--- src/sv/countdown_timer_bank_macros.svh ---
// ----------------------------------------------------------------------------
// countdown_timer_bank_macros: assertion macros for the timer bank
// Assertions compile away when SYNTH is defined.
// ----------------------------------------------------------------------------
`ifndef COUNTDOWN_TIMER_BANK_MACROS_SVH
`define COUNTDOWN_TIMER_BANK_MACROS_SVH

`ifndef SYNTH
// Checked only while out of reset.
`define CTB_ASSERT(lbl, prop, msg) \
	lbl: assert property (@(posedge clk) disable iff (!arst_n) prop) else $error(msg);
// Checked at every edge, reset included.
`define CTB_ASSERT_ALWAYS(lbl, prop, msg) \
	lbl: assert property (@(posedge clk) prop) else $error(msg);
`else
`define CTB_ASSERT(lbl, prop, msg)
`define CTB_ASSERT_ALWAYS(lbl, prop, msg)
`endif

`endif

--- src/sv/ctb_pkg.sv ---
// ----------------------------------------------------------------------------
// ctb_pkg: shared types and constants of the countdown timer bank
// Field widths, result kinds, command classes and the slot record layout.
// ----------------------------------------------------------------------------
`default_nettype none

package ctb_pkg;

	localparam int SLOTS_DEF = 16;
	localparam int DUR_W     = 32;
	localparam int TAG_W     = 16;
	localparam int CNT_W     = 16;
	localparam int SLOT_W    = 4;
	localparam int KIND_W    = 2;

	localparam logic [CNT_W-1:0] SLICE_RST = 16'd10;
	localparam logic             OP_TICK   = 1'b1;

	typedef enum logic [KIND_W-1:0] {
		KIND_ACCEPT = 2'd0,
		KIND_REFUSE = 2'd1,
		KIND_FIRED  = 2'd2,
		KIND_SCHED  = 2'd3
	} kind_t;

	// class of a queued command, decided by the front
	typedef enum logic [1:0] {
		CLS_START  = 2'd0,
		CLS_REFUSE = 2'd1,
		CLS_TICK   = 2'd2
	} cls_t;

	typedef struct packed {
		cls_t             cls;
		logic [DUR_W-1:0] duration;
		logic             periodic;
		logic [TAG_W-1:0] tag;
	} cmd_t;

	typedef struct packed {
		logic [DUR_W-1:0] remaining;
		logic [DUR_W-1:0] reload;
		logic             periodic;
		logic [TAG_W-1:0] tag;
	} slot_rec_t;

	localparam int SLOT_REC_W = $bits(slot_rec_t);

	typedef struct packed {
		kind_t             kind;
		logic [SLOT_W-1:0] slot;
		logic [TAG_W-1:0]  tag;
	} res_t;

endpackage

`default_nettype wire

--- src/sv/ctb_if.sv ---
// ----------------------------------------------------------------------------
// ctb_if: item and result channels of the countdown timer bank
// Valid/ready channels; a transfer happens when both are high at an edge.
// ----------------------------------------------------------------------------
`default_nettype none

interface ctb_item_if;
	logic                       valid;
	logic                       ready;
	logic                       op;
	logic [ctb_pkg::DUR_W-1:0]  duration;
	logic                       periodic;
	logic [ctb_pkg::TAG_W-1:0]  tag;

	modport source (output valid, op, duration, periodic, tag, input ready);
	modport sink   (input valid, op, duration, periodic, tag, output ready);
endinterface

interface ctb_result_if;
	logic                       valid;
	logic                       ready;
	logic [ctb_pkg::KIND_W-1:0] kind;
	logic [ctb_pkg::SLOT_W-1:0] slot;
	logic [ctb_pkg::TAG_W-1:0]  fired_tag;
	logic                       last;

	modport source (output valid, kind, slot, fired_tag, last, input ready);
	modport sink   (input valid, kind, slot, fired_tag, last, output ready);
endinterface

`default_nettype wire

--- src/sv/countdown_timer_bank.sv ---
// ----------------------------------------------------------------------------
// countdown_timer_bank: bank of countdown timer slots with a slice counter
// item channel: op 0 starts a timer in the lowest free slot (duration,
// periodic, tag); op 1 is one tick. result channel: kind, slot, fired_tag,
// last; last marks the final result of an item. cfg_we/cfg_wdata write
// slice_ticks; write it only while the bank is idle.
// Items enter a two-entry queue in the cycle they arrive. A start writes its
// one result in the held register in ST_START; ST_FIN moves it to the output.
// A tick walks the slot RAM, with one read and one write port, one slot per
// cycle while each fired result can be held, then updates the slice counter.
// Fired results come in slot order, a schedule event after them.
// Items are executed one at a time; the queue accepts up to two more meanwhile.
// Reset clears all slots to free, the slice count to zero and slice_ticks
// to 10; the slot RAM needs no clearing since data of free slots is never used.
// A stalled receiver stops the walk at a firing slot once the output register
// and one held result are full; nothing is dropped and intake continues until
// the queue fills.
// ----------------------------------------------------------------------------
`default_nettype none

`include "countdown_timer_bank_macros.svh"

module countdown_timer_bank #(
	parameter int TIMER_SLOTS = ctb_pkg::SLOTS_DEF
) (
	input  logic                      clk,
	input  logic                      arst_n,
	ctb_item_if.sink                  item,
	ctb_result_if.source              result,
	input  logic                      cfg_we,
	input  logic [ctb_pkg::CNT_W-1:0] cfg_wdata
);

	ctb_pkg::cmd_t             cmd;
	logic                      cmd_valid;
	logic                      cmd_ready;
	logic [ctb_pkg::CNT_W-1:0] slice_ticks_q;

	// slice length register
	always_ff @(posedge clk or negedge arst_n) begin
		if (!arst_n) begin
			slice_ticks_q <= ctb_pkg::SLICE_RST;
		end else if (cfg_we) begin
			slice_ticks_q <= cfg_wdata;
		end
	end

	// front: take and classify items, queue them
	ctb_front u_front (
		.clk       (clk),
		.arst_n    (arst_n),
		.item      (item),
		.cmd       (cmd),
		.cmd_valid (cmd_valid),
		.cmd_ready (cmd_ready)
	);

	// back: grant slots, walk the timers, emit results
	ctb_back #(
		.TIMER_SLOTS (TIMER_SLOTS)
	) u_back (
		.clk         (clk),
		.arst_n      (arst_n),
		.cmd         (cmd),
		.cmd_valid   (cmd_valid),
		.cmd_ready   (cmd_ready),
		.slice_ticks (slice_ticks_q),
		.result      (result)
	);

	// a start answer is always the only result of its item
	`CTB_ASSERT(a_start_alone, result.valid && (result.kind == ctb_pkg::KIND_ACCEPT || result.kind == ctb_pkg::KIND_REFUSE) |-> result.last, "start result without last")

	// the schedule event always closes a tick
	`CTB_ASSERT(a_sched_last, result.valid && result.kind == ctb_pkg::KIND_SCHED |-> result.last, "schedule event not last")

	// only fired results carry a tag
	`CTB_ASSERT(a_tag_zero, result.valid && result.kind != ctb_pkg::KIND_FIRED |-> result.fired_tag == '0, "tag on a non-fired result")

	// no result once an edge has seen reset
	`CTB_ASSERT_ALWAYS(a_rst_quiet, !arst_n |=> !result.valid, "result valid in reset")

endmodule

`default_nettype wire

--- src/sv/ctb_ram.sv ---
// ----------------------------------------------------------------------------
// ctb_ram: generic single-write, single-read RAM
// One write port, one read port with registered read data.
// ----------------------------------------------------------------------------
`default_nettype none

module ctb_ram #(
	parameter int WIDTH = 8,
	parameter int DEPTH = 16,
	localparam int AW = (DEPTH > 1) ? $clog2(DEPTH) : 1
) (
	input  logic             clk,
	input  logic             we,
	input  logic [AW-1:0]    waddr,
	input  logic [WIDTH-1:0] wdata,
	input  logic             re,
	input  logic [AW-1:0]    raddr,
	output logic [WIDTH-1:0] rdata
);

	logic [WIDTH-1:0] mem_q [DEPTH];
	logic [WIDTH-1:0] rdata_q;

	always_ff @(posedge clk) begin
		if (we) begin
			mem_q[waddr] <= wdata;
		end
		if (re) begin
			rdata_q <= mem_q[raddr];
		end
	end

	assign rdata = rdata_q;

endmodule

`default_nettype wire

--- src/sv/ctb_front.sv ---
// ----------------------------------------------------------------------------
// ctb_front: item intake of the countdown timer bank
// Classify each item and hold it in a two-entry queue for the back end.
// ----------------------------------------------------------------------------
`default_nettype none

module ctb_front (
	input  logic          clk,
	input  logic          arst_n,
	ctb_item_if.sink      item,
	output ctb_pkg::cmd_t cmd,
	output logic          cmd_valid,
	input  logic          cmd_ready
);

	localparam int Depth = 2;

	ctb_pkg::cmd_t q_q [Depth];
	ctb_pkg::cmd_t cls_cmd;
	logic          wr_ptr_q;
	logic          rd_ptr_q;
	logic [1:0]    cnt_q;
	logic          push;
	logic          pop;

	// classify: tick, start with a usable duration, or a start to refuse
	always_comb begin
		cls_cmd.duration = item.duration;
		cls_cmd.periodic = item.periodic;
		cls_cmd.tag      = item.tag;
		if (item.op == ctb_pkg::OP_TICK) begin
			cls_cmd.cls = ctb_pkg::CLS_TICK;
		end else if (item.duration == '0) begin
			cls_cmd.cls = ctb_pkg::CLS_REFUSE;
		end else begin
			cls_cmd.cls = ctb_pkg::CLS_START;
		end
	end

	assign item.ready = (cnt_q != 2'(Depth));
	assign push       = item.valid && item.ready;
	assign cmd_valid  = (cnt_q != 2'd0);
	assign pop        = cmd_valid && cmd_ready;
	assign cmd        = q_q[rd_ptr_q];

	always_ff @(posedge clk or negedge arst_n) begin
		if (!arst_n) begin
			wr_ptr_q <= 1'b0;
			rd_ptr_q <= 1'b0;
			cnt_q    <= 2'd0;
		end else begin
			if (push) begin
				q_q[wr_ptr_q] <= cls_cmd;
				wr_ptr_q      <= !wr_ptr_q;
			end
			if (pop) begin
				rd_ptr_q <= !rd_ptr_q;
			end
			cnt_q <= cnt_q + 2'(push) - 2'(pop);
		end
	end

endmodule

`default_nettype wire

--- src/sv/ctb_back.sv ---
// ----------------------------------------------------------------------------
// ctb_back: execution side of the countdown timer bank
// Grant slots, walk the slot RAM on ticks, run the slice counter, emit results.
// ----------------------------------------------------------------------------
`default_nettype none

module ctb_back #(
	parameter int TIMER_SLOTS = ctb_pkg::SLOTS_DEF
) (
	input  logic                      clk,
	input  logic                      arst_n,
	input  ctb_pkg::cmd_t             cmd,
	input  logic                      cmd_valid,
	output logic                      cmd_ready,
	input  logic [ctb_pkg::CNT_W-1:0] slice_ticks,
	ctb_result_if.source              result
);

	localparam int IW = (TIMER_SLOTS > 1) ? $clog2(TIMER_SLOTS) : 1;
	localparam int CW = $clog2(TIMER_SLOTS + 1);

	typedef enum logic [2:0] {
		ST_IDLE,
		ST_START,
		ST_WALK,
		ST_SLICE,
		ST_FIN
	} state_t;

	state_t                    state_q;
	ctb_pkg::cmd_t             cmd_q;
	logic [TIMER_SLOTS-1:0]    active_q;
	logic [CW-1:0]             rd_cnt_q;
	logic                      v_s1;
	logic [IW-1:0]             idx_s1;
	logic [ctb_pkg::CNT_W-1:0] slice_cnt_q;
	logic                      pend_v_q;
	ctb_pkg::res_t             pend_q;
	logic                      out_v_q;
	ctb_pkg::res_t             out_q;
	logic                      out_last_q;

	logic                           ram_we;
	logic [IW-1:0]                  ram_wa;
	ctb_pkg::slot_rec_t             ram_wd;
	logic                           ram_re;
	logic [ctb_pkg::SLOT_REC_W-1:0] ram_rdata;
	ctb_pkg::slot_rec_t             rec;
	logic [ctb_pkg::DUR_W-1:0]      dec;

	logic                      free_found;
	logic [IW-1:0]             free_idx;
	logic                      out_free;
	logic                      emit_ok;
	logic                      slot_live;
	logic                      fire_s1;
	logic                      adv_s1;
	logic                      s1_free;
	logic                      walk_done;
	logic [ctb_pkg::CNT_W-1:0] cnt_inc;
	logic                      sched_due;
	logic                      new_v;
	ctb_pkg::res_t             new_res;
	logic                      fin_flush;
	logic                      load_out;

	ctb_ram #(
		.WIDTH (ctb_pkg::SLOT_REC_W),
		.DEPTH (TIMER_SLOTS)
	) u_slot_ram (
		.clk   (clk),
		.we    (ram_we),
		.waddr (ram_wa),
		.wdata (ram_wd),
		.re    (ram_re),
		.raddr (rd_cnt_q[IW-1:0]),
		.rdata (ram_rdata)
	);

	// lowest free slot
	always_comb begin
		free_found = 1'b0;
		free_idx   = '0;
		for (int i = TIMER_SLOTS - 1; i >= 0; i--) begin
			if (!active_q[i]) begin
				free_found = 1'b1;
				free_idx   = IW'(i);
			end
		end
	end

	assign rec       = ctb_pkg::slot_rec_t'(ram_rdata);
	assign dec       = rec.remaining - ctb_pkg::DUR_W'(1);
	assign out_free  = !out_v_q || result.ready;
	assign emit_ok   = !pend_v_q || out_free;
	assign slot_live = v_s1 && active_q[idx_s1];
	assign fire_s1   = slot_live && (dec == '0);
	assign adv_s1    = !fire_s1 || emit_ok;
	assign s1_free   = !v_s1 || adv_s1;
	assign walk_done = (rd_cnt_q == CW'(TIMER_SLOTS));
	assign cnt_inc   = slice_cnt_q + ctb_pkg::CNT_W'(1);
	assign sched_due = (cnt_inc >= slice_ticks);
	assign cmd_ready = (state_q == ST_IDLE);

	always_comb begin
		ram_we       = 1'b0;
		ram_wa       = free_idx;
		ram_wd       = rec;
		ram_re       = 1'b0;
		new_v        = 1'b0;
		new_res.kind = ctb_pkg::KIND_REFUSE;
		new_res.slot = '0;
		new_res.tag  = '0;
		fin_flush    = 1'b0;
		case (state_q)
			ST_START: begin
				new_v            = 1'b1;
				ram_wd.remaining = cmd_q.duration;
				ram_wd.reload    = cmd_q.duration;
				ram_wd.periodic  = cmd_q.periodic;
				ram_wd.tag       = cmd_q.tag;
				if (cmd_q.cls == ctb_pkg::CLS_START && free_found) begin
					ram_we       = 1'b1;
					new_res.kind = ctb_pkg::KIND_ACCEPT;
					new_res.slot = ctb_pkg::SLOT_W'(free_idx);
				end
			end
			ST_WALK: begin
				ram_re = !walk_done && s1_free;
				ram_wa = idx_s1;
				if (fire_s1) begin
					ram_wd.remaining = rec.periodic ? rec.reload : '0;
				end else begin
					ram_wd.remaining = dec;
				end
				ram_we = slot_live && adv_s1;
				if (fire_s1 && adv_s1) begin
					new_v        = 1'b1;
					new_res.kind = ctb_pkg::KIND_FIRED;
					new_res.slot = ctb_pkg::SLOT_W'(idx_s1);
					new_res.tag  = rec.tag;
				end
			end
			ST_SLICE: begin
				if (sched_due && emit_ok) begin
					new_v        = 1'b1;
					new_res.kind = ctb_pkg::KIND_SCHED;
				end
			end
			ST_FIN: begin
				fin_flush = pend_v_q && out_free;
			end
			default: begin
			end
		endcase
	end

	// a held result moves out when a newer one arrives or the item ends
	assign load_out = (new_v && pend_v_q) || fin_flush;

	always_ff @(posedge clk or negedge arst_n) begin
		if (!arst_n) begin
			state_q     <= ST_IDLE;
			active_q    <= '0;
			rd_cnt_q    <= '0;
			v_s1        <= 1'b0;
			slice_cnt_q <= '0;
			pend_v_q    <= 1'b0;
			out_v_q     <= 1'b0;
		end else begin
			case (state_q)
				ST_IDLE: begin
					rd_cnt_q <= '0;
					v_s1     <= 1'b0;
					if (cmd_valid) begin
						cmd_q   <= cmd;
						state_q <= (cmd.cls == ctb_pkg::CLS_TICK) ? ST_WALK : ST_START;
					end
				end
				ST_START: begin
					if (ram_we) begin
						active_q[free_idx] <= 1'b1;
					end
					state_q <= ST_FIN;
				end
				ST_WALK: begin
					if (s1_free) begin
						v_s1   <= ram_re;
						idx_s1 <= rd_cnt_q[IW-1:0];
					end
					if (ram_re) begin
						rd_cnt_q <= rd_cnt_q + CW'(1);
					end
					if (fire_s1 && adv_s1 && !rec.periodic) begin
						active_q[idx_s1] <= 1'b0;
					end
					if (walk_done && s1_free) begin
						state_q <= ST_SLICE;
					end
				end
				ST_SLICE: begin
					if (!sched_due) begin
						slice_cnt_q <= cnt_inc;
						state_q     <= ST_FIN;
					end else if (emit_ok) begin
						slice_cnt_q <= '0;
						state_q     <= ST_FIN;
					end
				end
				ST_FIN: begin
					if (!pend_v_q || out_free) begin
						state_q <= ST_IDLE;
					end
				end
				default: begin
					state_q <= ST_IDLE;
				end
			endcase

			if (new_v) begin
				pend_q   <= new_res;
				pend_v_q <= 1'b1;
			end else if (fin_flush) begin
				pend_v_q <= 1'b0;
			end

			if (load_out) begin
				out_v_q    <= 1'b1;
				out_q      <= pend_q;
				out_last_q <= fin_flush;
			end else if (result.ready) begin
				out_v_q <= 1'b0;
			end
		end
	end

	assign result.valid     = out_v_q;
	assign result.kind      = out_q.kind;
	assign result.slot      = out_q.slot;
	assign result.fired_tag = out_q.tag;
	assign result.last      = out_last_q;

endmodule

`default_nettype wire
--- src/flat_wrapper.sv ---
// flat-port wrapper written by rule: the top's interface ports become plain ports
module countdown_timer_bank_flat 
#(
	parameter int TIMER_SLOTS = ctb_pkg::SLOTS_DEF
)
  (clk, arst_n, cfg_we, cfg_wdata, item_valid, item_op, item_duration, item_periodic, item_tag, item_ready, result_valid, result_kind, result_slot, result_fired_tag, result_last, result_ready);
  ctb_item_if item_i ();
  ctb_result_if result_i ();
  input  logic clk;
  input  logic arst_n;
  input  logic cfg_we;
  input  logic [ctb_pkg::CNT_W-1:0] cfg_wdata;
  input wire logic [$bits(item_i.valid)-1:0] item_valid;
  input wire logic [$bits(item_i.op)-1:0] item_op;
  input wire logic [$bits(item_i.duration)-1:0] item_duration;
  input wire logic [$bits(item_i.periodic)-1:0] item_periodic;
  input wire logic [$bits(item_i.tag)-1:0] item_tag;
  output wire logic [$bits(item_i.ready)-1:0] item_ready;
  output wire logic [$bits(result_i.valid)-1:0] result_valid;
  output wire logic [$bits(result_i.kind)-1:0] result_kind;
  output wire logic [$bits(result_i.slot)-1:0] result_slot;
  output wire logic [$bits(result_i.fired_tag)-1:0] result_fired_tag;
  output wire logic [$bits(result_i.last)-1:0] result_last;
  input wire logic [$bits(result_i.ready)-1:0] result_ready;
  assign item_i.valid = item_valid;
  assign item_i.op = item_op;
  assign item_i.duration = item_duration;
  assign item_i.periodic = item_periodic;
  assign item_i.tag = item_tag;
  assign item_ready = item_i.ready;
  assign result_valid = result_i.valid;
  assign result_kind = result_i.kind;
  assign result_slot = result_i.slot;
  assign result_fired_tag = result_i.fired_tag;
  assign result_last = result_i.last;
  assign result_i.ready = result_ready;
  countdown_timer_bank #(.TIMER_SLOTS(TIMER_SLOTS)) u_core (.clk(clk), .arst_n(arst_n), .item(item_i), .result(result_i), .cfg_we(cfg_we), .cfg_wdata(cfg_wdata));
endmodule
--- config.mk ---
export PLATFORM = sky130hd
export DESIGN_NAME = countdown_timer_bank_flat
export DESIGN_NICKNAME = d
export VERILOG_FILES = /design/src/sv/ctb_pkg.sv /design/src/sv/ctb_if.sv /design/src/sv/countdown_timer_bank.sv /design/src/sv/ctb_ram.sv /design/src/sv/ctb_front.sv /design/src/sv/ctb_back.sv /design/src/flat_wrapper.sv
export VERILOG_INCLUDE_DIRS = /design/src /design/src/sv
export SDC_FILE = /design/constraint.sdc
export NUM_CORES = 2
export LEC_CHECK = 0
export BUFFER_PORTS_ARGS = -buffer_cell sky130_fd_sc_hd__buf_2
export CAP_MARGIN = 20
export CORE_MARGIN = 2
export CORE_UTILIZATION = 31
export DETAILED_ROUTE_END_ITERATION = 8
export PLACE_DENSITY_LB_ADDON = 0.1
export SYNTH_ARGS = -nofsm -noshare
export SYNTH_HDL_FRONTEND = slang
export SYNTH_SLANG_ARGS = --single-unit
--- constraint.sdc ---
create_clock -name clk -period 10.5 [get_ports clk]
set_clock_uncertainty 0.2 [all_clocks]
set_input_delay 2.1 -clock clk [delete_from_list [all_inputs] [get_ports clk]]
set_output_delay 2.1 -clock clk [all_outputs]
set_load 0.01 [all_outputs]
==> run summary <==
Place WS: 4.750 ns
CP Cell Sequence: inv_1 -> ha_1 -> or3b_2 -> nor3_1 -> and4_1 -> nor4_2 -> and3_2 -> nand3_1 -> nand4_1 -> a21oi_4 -> buf_4
Via count: 31390
Post-CTS setup buffer count: 0
FFs w/ async S/R, synth: 3.837%
Delay-heaviest family, CP: simple AND/OR/NAND/NOR gates
Setup Crit Path Kind: register to register
DRC viols: 0
Ys flop type: edfxtp_1
GRT Total Usage: 16.80%
Synth Register Bits: 1642
Die area: 0.2114 mm²
Area delta synth->final: 15.56%
Setup tns final: 0 ns
Worst-margin pin slew: 1.130 ns
# IOs: 96
Register area share after synthesis: 76.07%
Smallest hold slack: 0.2129 ns
Core ar.: 0.2069 mm²
Comb pwr share: 19.9%
GRT busiest layer: met2
Final hold violations: 0
Initial antenna violation count: 8
Sequential share of power: 46.0%
Layout cells sized above 1: 29.79%
Yosys warns: 0
Die X: 459.8 µm
Register area: 0.04902 mm²
Yosys cell types: 81
Synth Net Count: 3157
Crit share post-route: 54.38%
Fmax: 175.1 MHz
Final Wtd Congestion: 0.8276
Peak supply drop: 181.4 µV
# port buffers: 95
CP bufs+invs: 2
Worst Path Arrival: 5.94 ns
Unrepaired setup endpoints after global routing: false
Filler Cell Count: 18984
Fin worst setup slack: 4.790 ns
Kind of end point of the critical path: register
Switching share of power: 27.90%
# nets final: 3361
HP Class: register to register
Max Buffers Root-to-Sink: 3
Detailed Routing Iterations Pass 1: 5
Die H: 459.8 µm
Outcome: completed
Number of flops mapped to enable cells by yosys: 1579
Final Slew Violations: 0
Post-Syn Area: 0.06441 mm²
P_sw: 5.189 mW
Clock Latency Late Sink: 0.82 ns
Global-route wire length before repair: 252900 µm
Initial DRC Count: 2676
Slowest cell on the critical path: a21oi_4
Power per standard cell area: 249.9 mW/mm²
HPWL reported at the end of detailed placement: 99140 µm
Via/cell ratio: 5.131
Syn Area/Cell: 21.03 µm²
Type of origin of the critical path: register
Worst-path fanout max: 33
Max-cap violations: 0
Wire per inst: 28.99 µm
M1 GR Usage: 23.01%
Clock sinks: 1642
Clk pwr share: 34.1%
Worst endpoint required time: 10.72 ns
Largest net degree at the start of global routing: 111
Slowest stage delay, CP: 0.97 ns
Vias in the first global route: 33601
Cts hold-fix bufs: 0
Std cell rows: 167
Met3 global-route usage: 2.526%
Initial Util: 31.13%
CTS tree: yes
Area of the multi-input gates: 0.01480 mm²
Grt met2 use: 27.94%
Total wire length: 177400 µm
Slew HR: 24.68%
Lkg Pwr: 22.92 nW
Internal Power: 13.41 mW
Root buffer cell: clkbuf_16
CTS buffer count: 183
Clk slew on worst S/H paths: 0.06 ns
CTS HTree Levels: 4
Min Tclk post-route: 5.710 ns
Final setup fails: 0
GRT overflow: 0
Post-Synthesis Cells: 3063
Antenna viol nets, final: 0
# resized after CTS: 0
kinds of logic (layout without fill, tap and decap cells):
family	Yosys count	count (layout)	synth area share [%]
adders and majority gates	23	23	0.4468
buffers and inverters	191	539	1.214
muxes	518	518	16.19
AOI/OAI and AO/OA	266	266	2.539
xor gates and xnor gates	24	24	0.3264
DFF	1642	1642	76.07
and+or+nand+nor	399	399	3.207
other	0	3	0
layer usage:
layer	share of wire, %	vias to the layer above
met4	2.3	2
met1	45	17199
met5	0.0056	-
met3	3.8	249
met2	49	758
li1	-	13182
flip-flops by register name (all words and copies together) (netlist names), 5 cells and up:
register                        cells
u_core.u_back.rd_cnt_q              5
u_core.u_front.q_q                102
u_core.u_back.result.fired_tag     16
u_core.u_back.u_slot_ram.mem_q   1296
u_core.u_back.cmd_q                51
u_core.slice_ticks_q               16
u_core.u_back.u_slot_ram.rdata     81
u_core.u_back.active_q             16
u_core.u_back.pend_q               22
u_core.u_back.slice_cnt_q          16
cells in the mapped netlist (all sizes together) (17+ instances only):
cell type | count | area [µm²]
o21ai | 96 | 510.5
nor2b | 20 | 125.1
and2 | 23 | 146.4
dfrtp | 61 | 1526
buf | 64 | 305.3
mux2 | 102 | 1149
nor3 | 31 | 155.2
a21o | 22 | 166.4
mux4 | 409 | 9211
clkbuf | 94 | 352.8
a21oi | 63 | 330.3
a31oi | 26 | 162.7
nand4 | 17 | 106.4
nor2 | 84 | 317.8
nand2 | 102 | 382.9
nand3 | 32 | 160.2
nor4 | 25 | 168.9
edfxtp | 1579 | 47420
ha | 23 | 287.8
inv | 33 | 123.9
stage by stage:
step	cell area [µm²]	utilization [%]	total power, mW	instances
after floorplan	64410	-	11.03	3063
after global placement	68370	33.05	12.39	5775
after detailed placement	68410	33.07	12.48	5782
after CTS	74330	35.93	18.88	6111
after global routing	74430	35.98	19.40	6116
final	74430	35.98	18.60	6118
layout make-up:
| type | instances | share of cell area (%) |
|---|---|---|
| multi-input combinational | 1230 | 19.88 |
| clock buffer | 224 | 6.413 |
| inverter | 33 | 0.1698 |
| tap | 2704 | 4.546 |
| timing repair buffer | 177 | 1.584 |
| clock inverter | 105 | 1.545 |
| sequential | 1642 | 65.85 |
| antenna | 3 | 0.01009 |
final timing paths:
| check | endpoint | depth (start not counted) | start | slack (ns) |
|---|---|---|---|---|
| worst min register to register | u_core.u_back.result.fired_tag[13] | 0 | u_core.u_back.pend_q[13] | 0.21 |
| worst min-delay path | u_core.u_back.result.fired_tag[13] | 0 | u_core.u_back.pend_q[13] | 0.21 |
| max in group asynchronous | u_core.u_back.rd_cnt_q[2] | 2 | arst_n | 7.97 |
| min in group asynchronous | u_core.u_front.wr_ptr_q | 1 | arst_n | 0.95 |
| worst max register to register | u_core.u_back.u_slot_ram.mem_q[9][41] | 11 | u_core.u_back.u_slot_ram.rdata[49] | 4.79 |
| worst max-delay path | u_core.u_back.u_slot_ram.mem_q[9][41] | 11 | u_core.u_back.u_slot_ram.rdata[49] | 4.79 |
layout by cell type, fill, tap and decap left out, drive strengths merged, types with 6 or more instances in the layout:
| cell | netlist | final |
|---|---|---|
| or3 | 8 | 8 |
| edfxtp | 1579 | 1579 |
| nor3 | 31 | 31 |
| and2 | 23 | 23 |
| inv | 33 | 39 |
| a21o | 22 | 22 |
| o22ai | 15 | 15 |
| xnor2 | 16 | 16 |
| nand3 | 32 | 32 |
| buf | 64 | 177 |
| a22oi | 7 | 7 |
| clkinv | 0 | 74 |
| ha | 23 | 23 |
| and3 | 9 | 9 |
| nor2b | 20 | 20 |
| mux2i | 7 | 7 |
| a21oi | 63 | 63 |
| nor4 | 25 | 25 |
| nand2 | 102 | 102 |
| mux4 | 409 | 409 |
| dfrtp | 61 | 61 |
| nor2 | 84 | 84 |
| nand2b | 13 | 13 |
| clkbuf | 94 | 224 |
| a31oi | 26 | 26 |
| mux2 | 102 | 102 |
| xor2 | 8 | 8 |
| nand4 | 17 | 17 |
| o21ai | 96 | 96 |
| bufinv | 0 | 19 |
| clkinvlp | 0 | 6 |
| a22o | 6 | 6 |
| or4 | 7 | 7 |
worst register-to-register path, stage by stage (launching register included):
cell      delay (ns)
edfxtp_1        0.52
inv_1           0.10
ha_1            0.25
or3b_2          0.53
nor3_1          0.59
and4_1          0.31
nor4_2          0.06
and3_2          0.25
nand3_1         0.25
nand4_1         0.46
a21oi_4         0.98
buf_4           0.77
power by group through the flow:
stage,Clock [mW],Sequential [mW],Combinational (mW)
detailed placement,0,8.70,3.78
global placement,0,8.70,3.69
CTS,6.52,8.57,3.79
global route,6.77,8.59,4.04
floorplan,0,8.46,2.57
finish,6.34,8.55,3.71
Note: power is estimated with default switching activity, not from simulation.
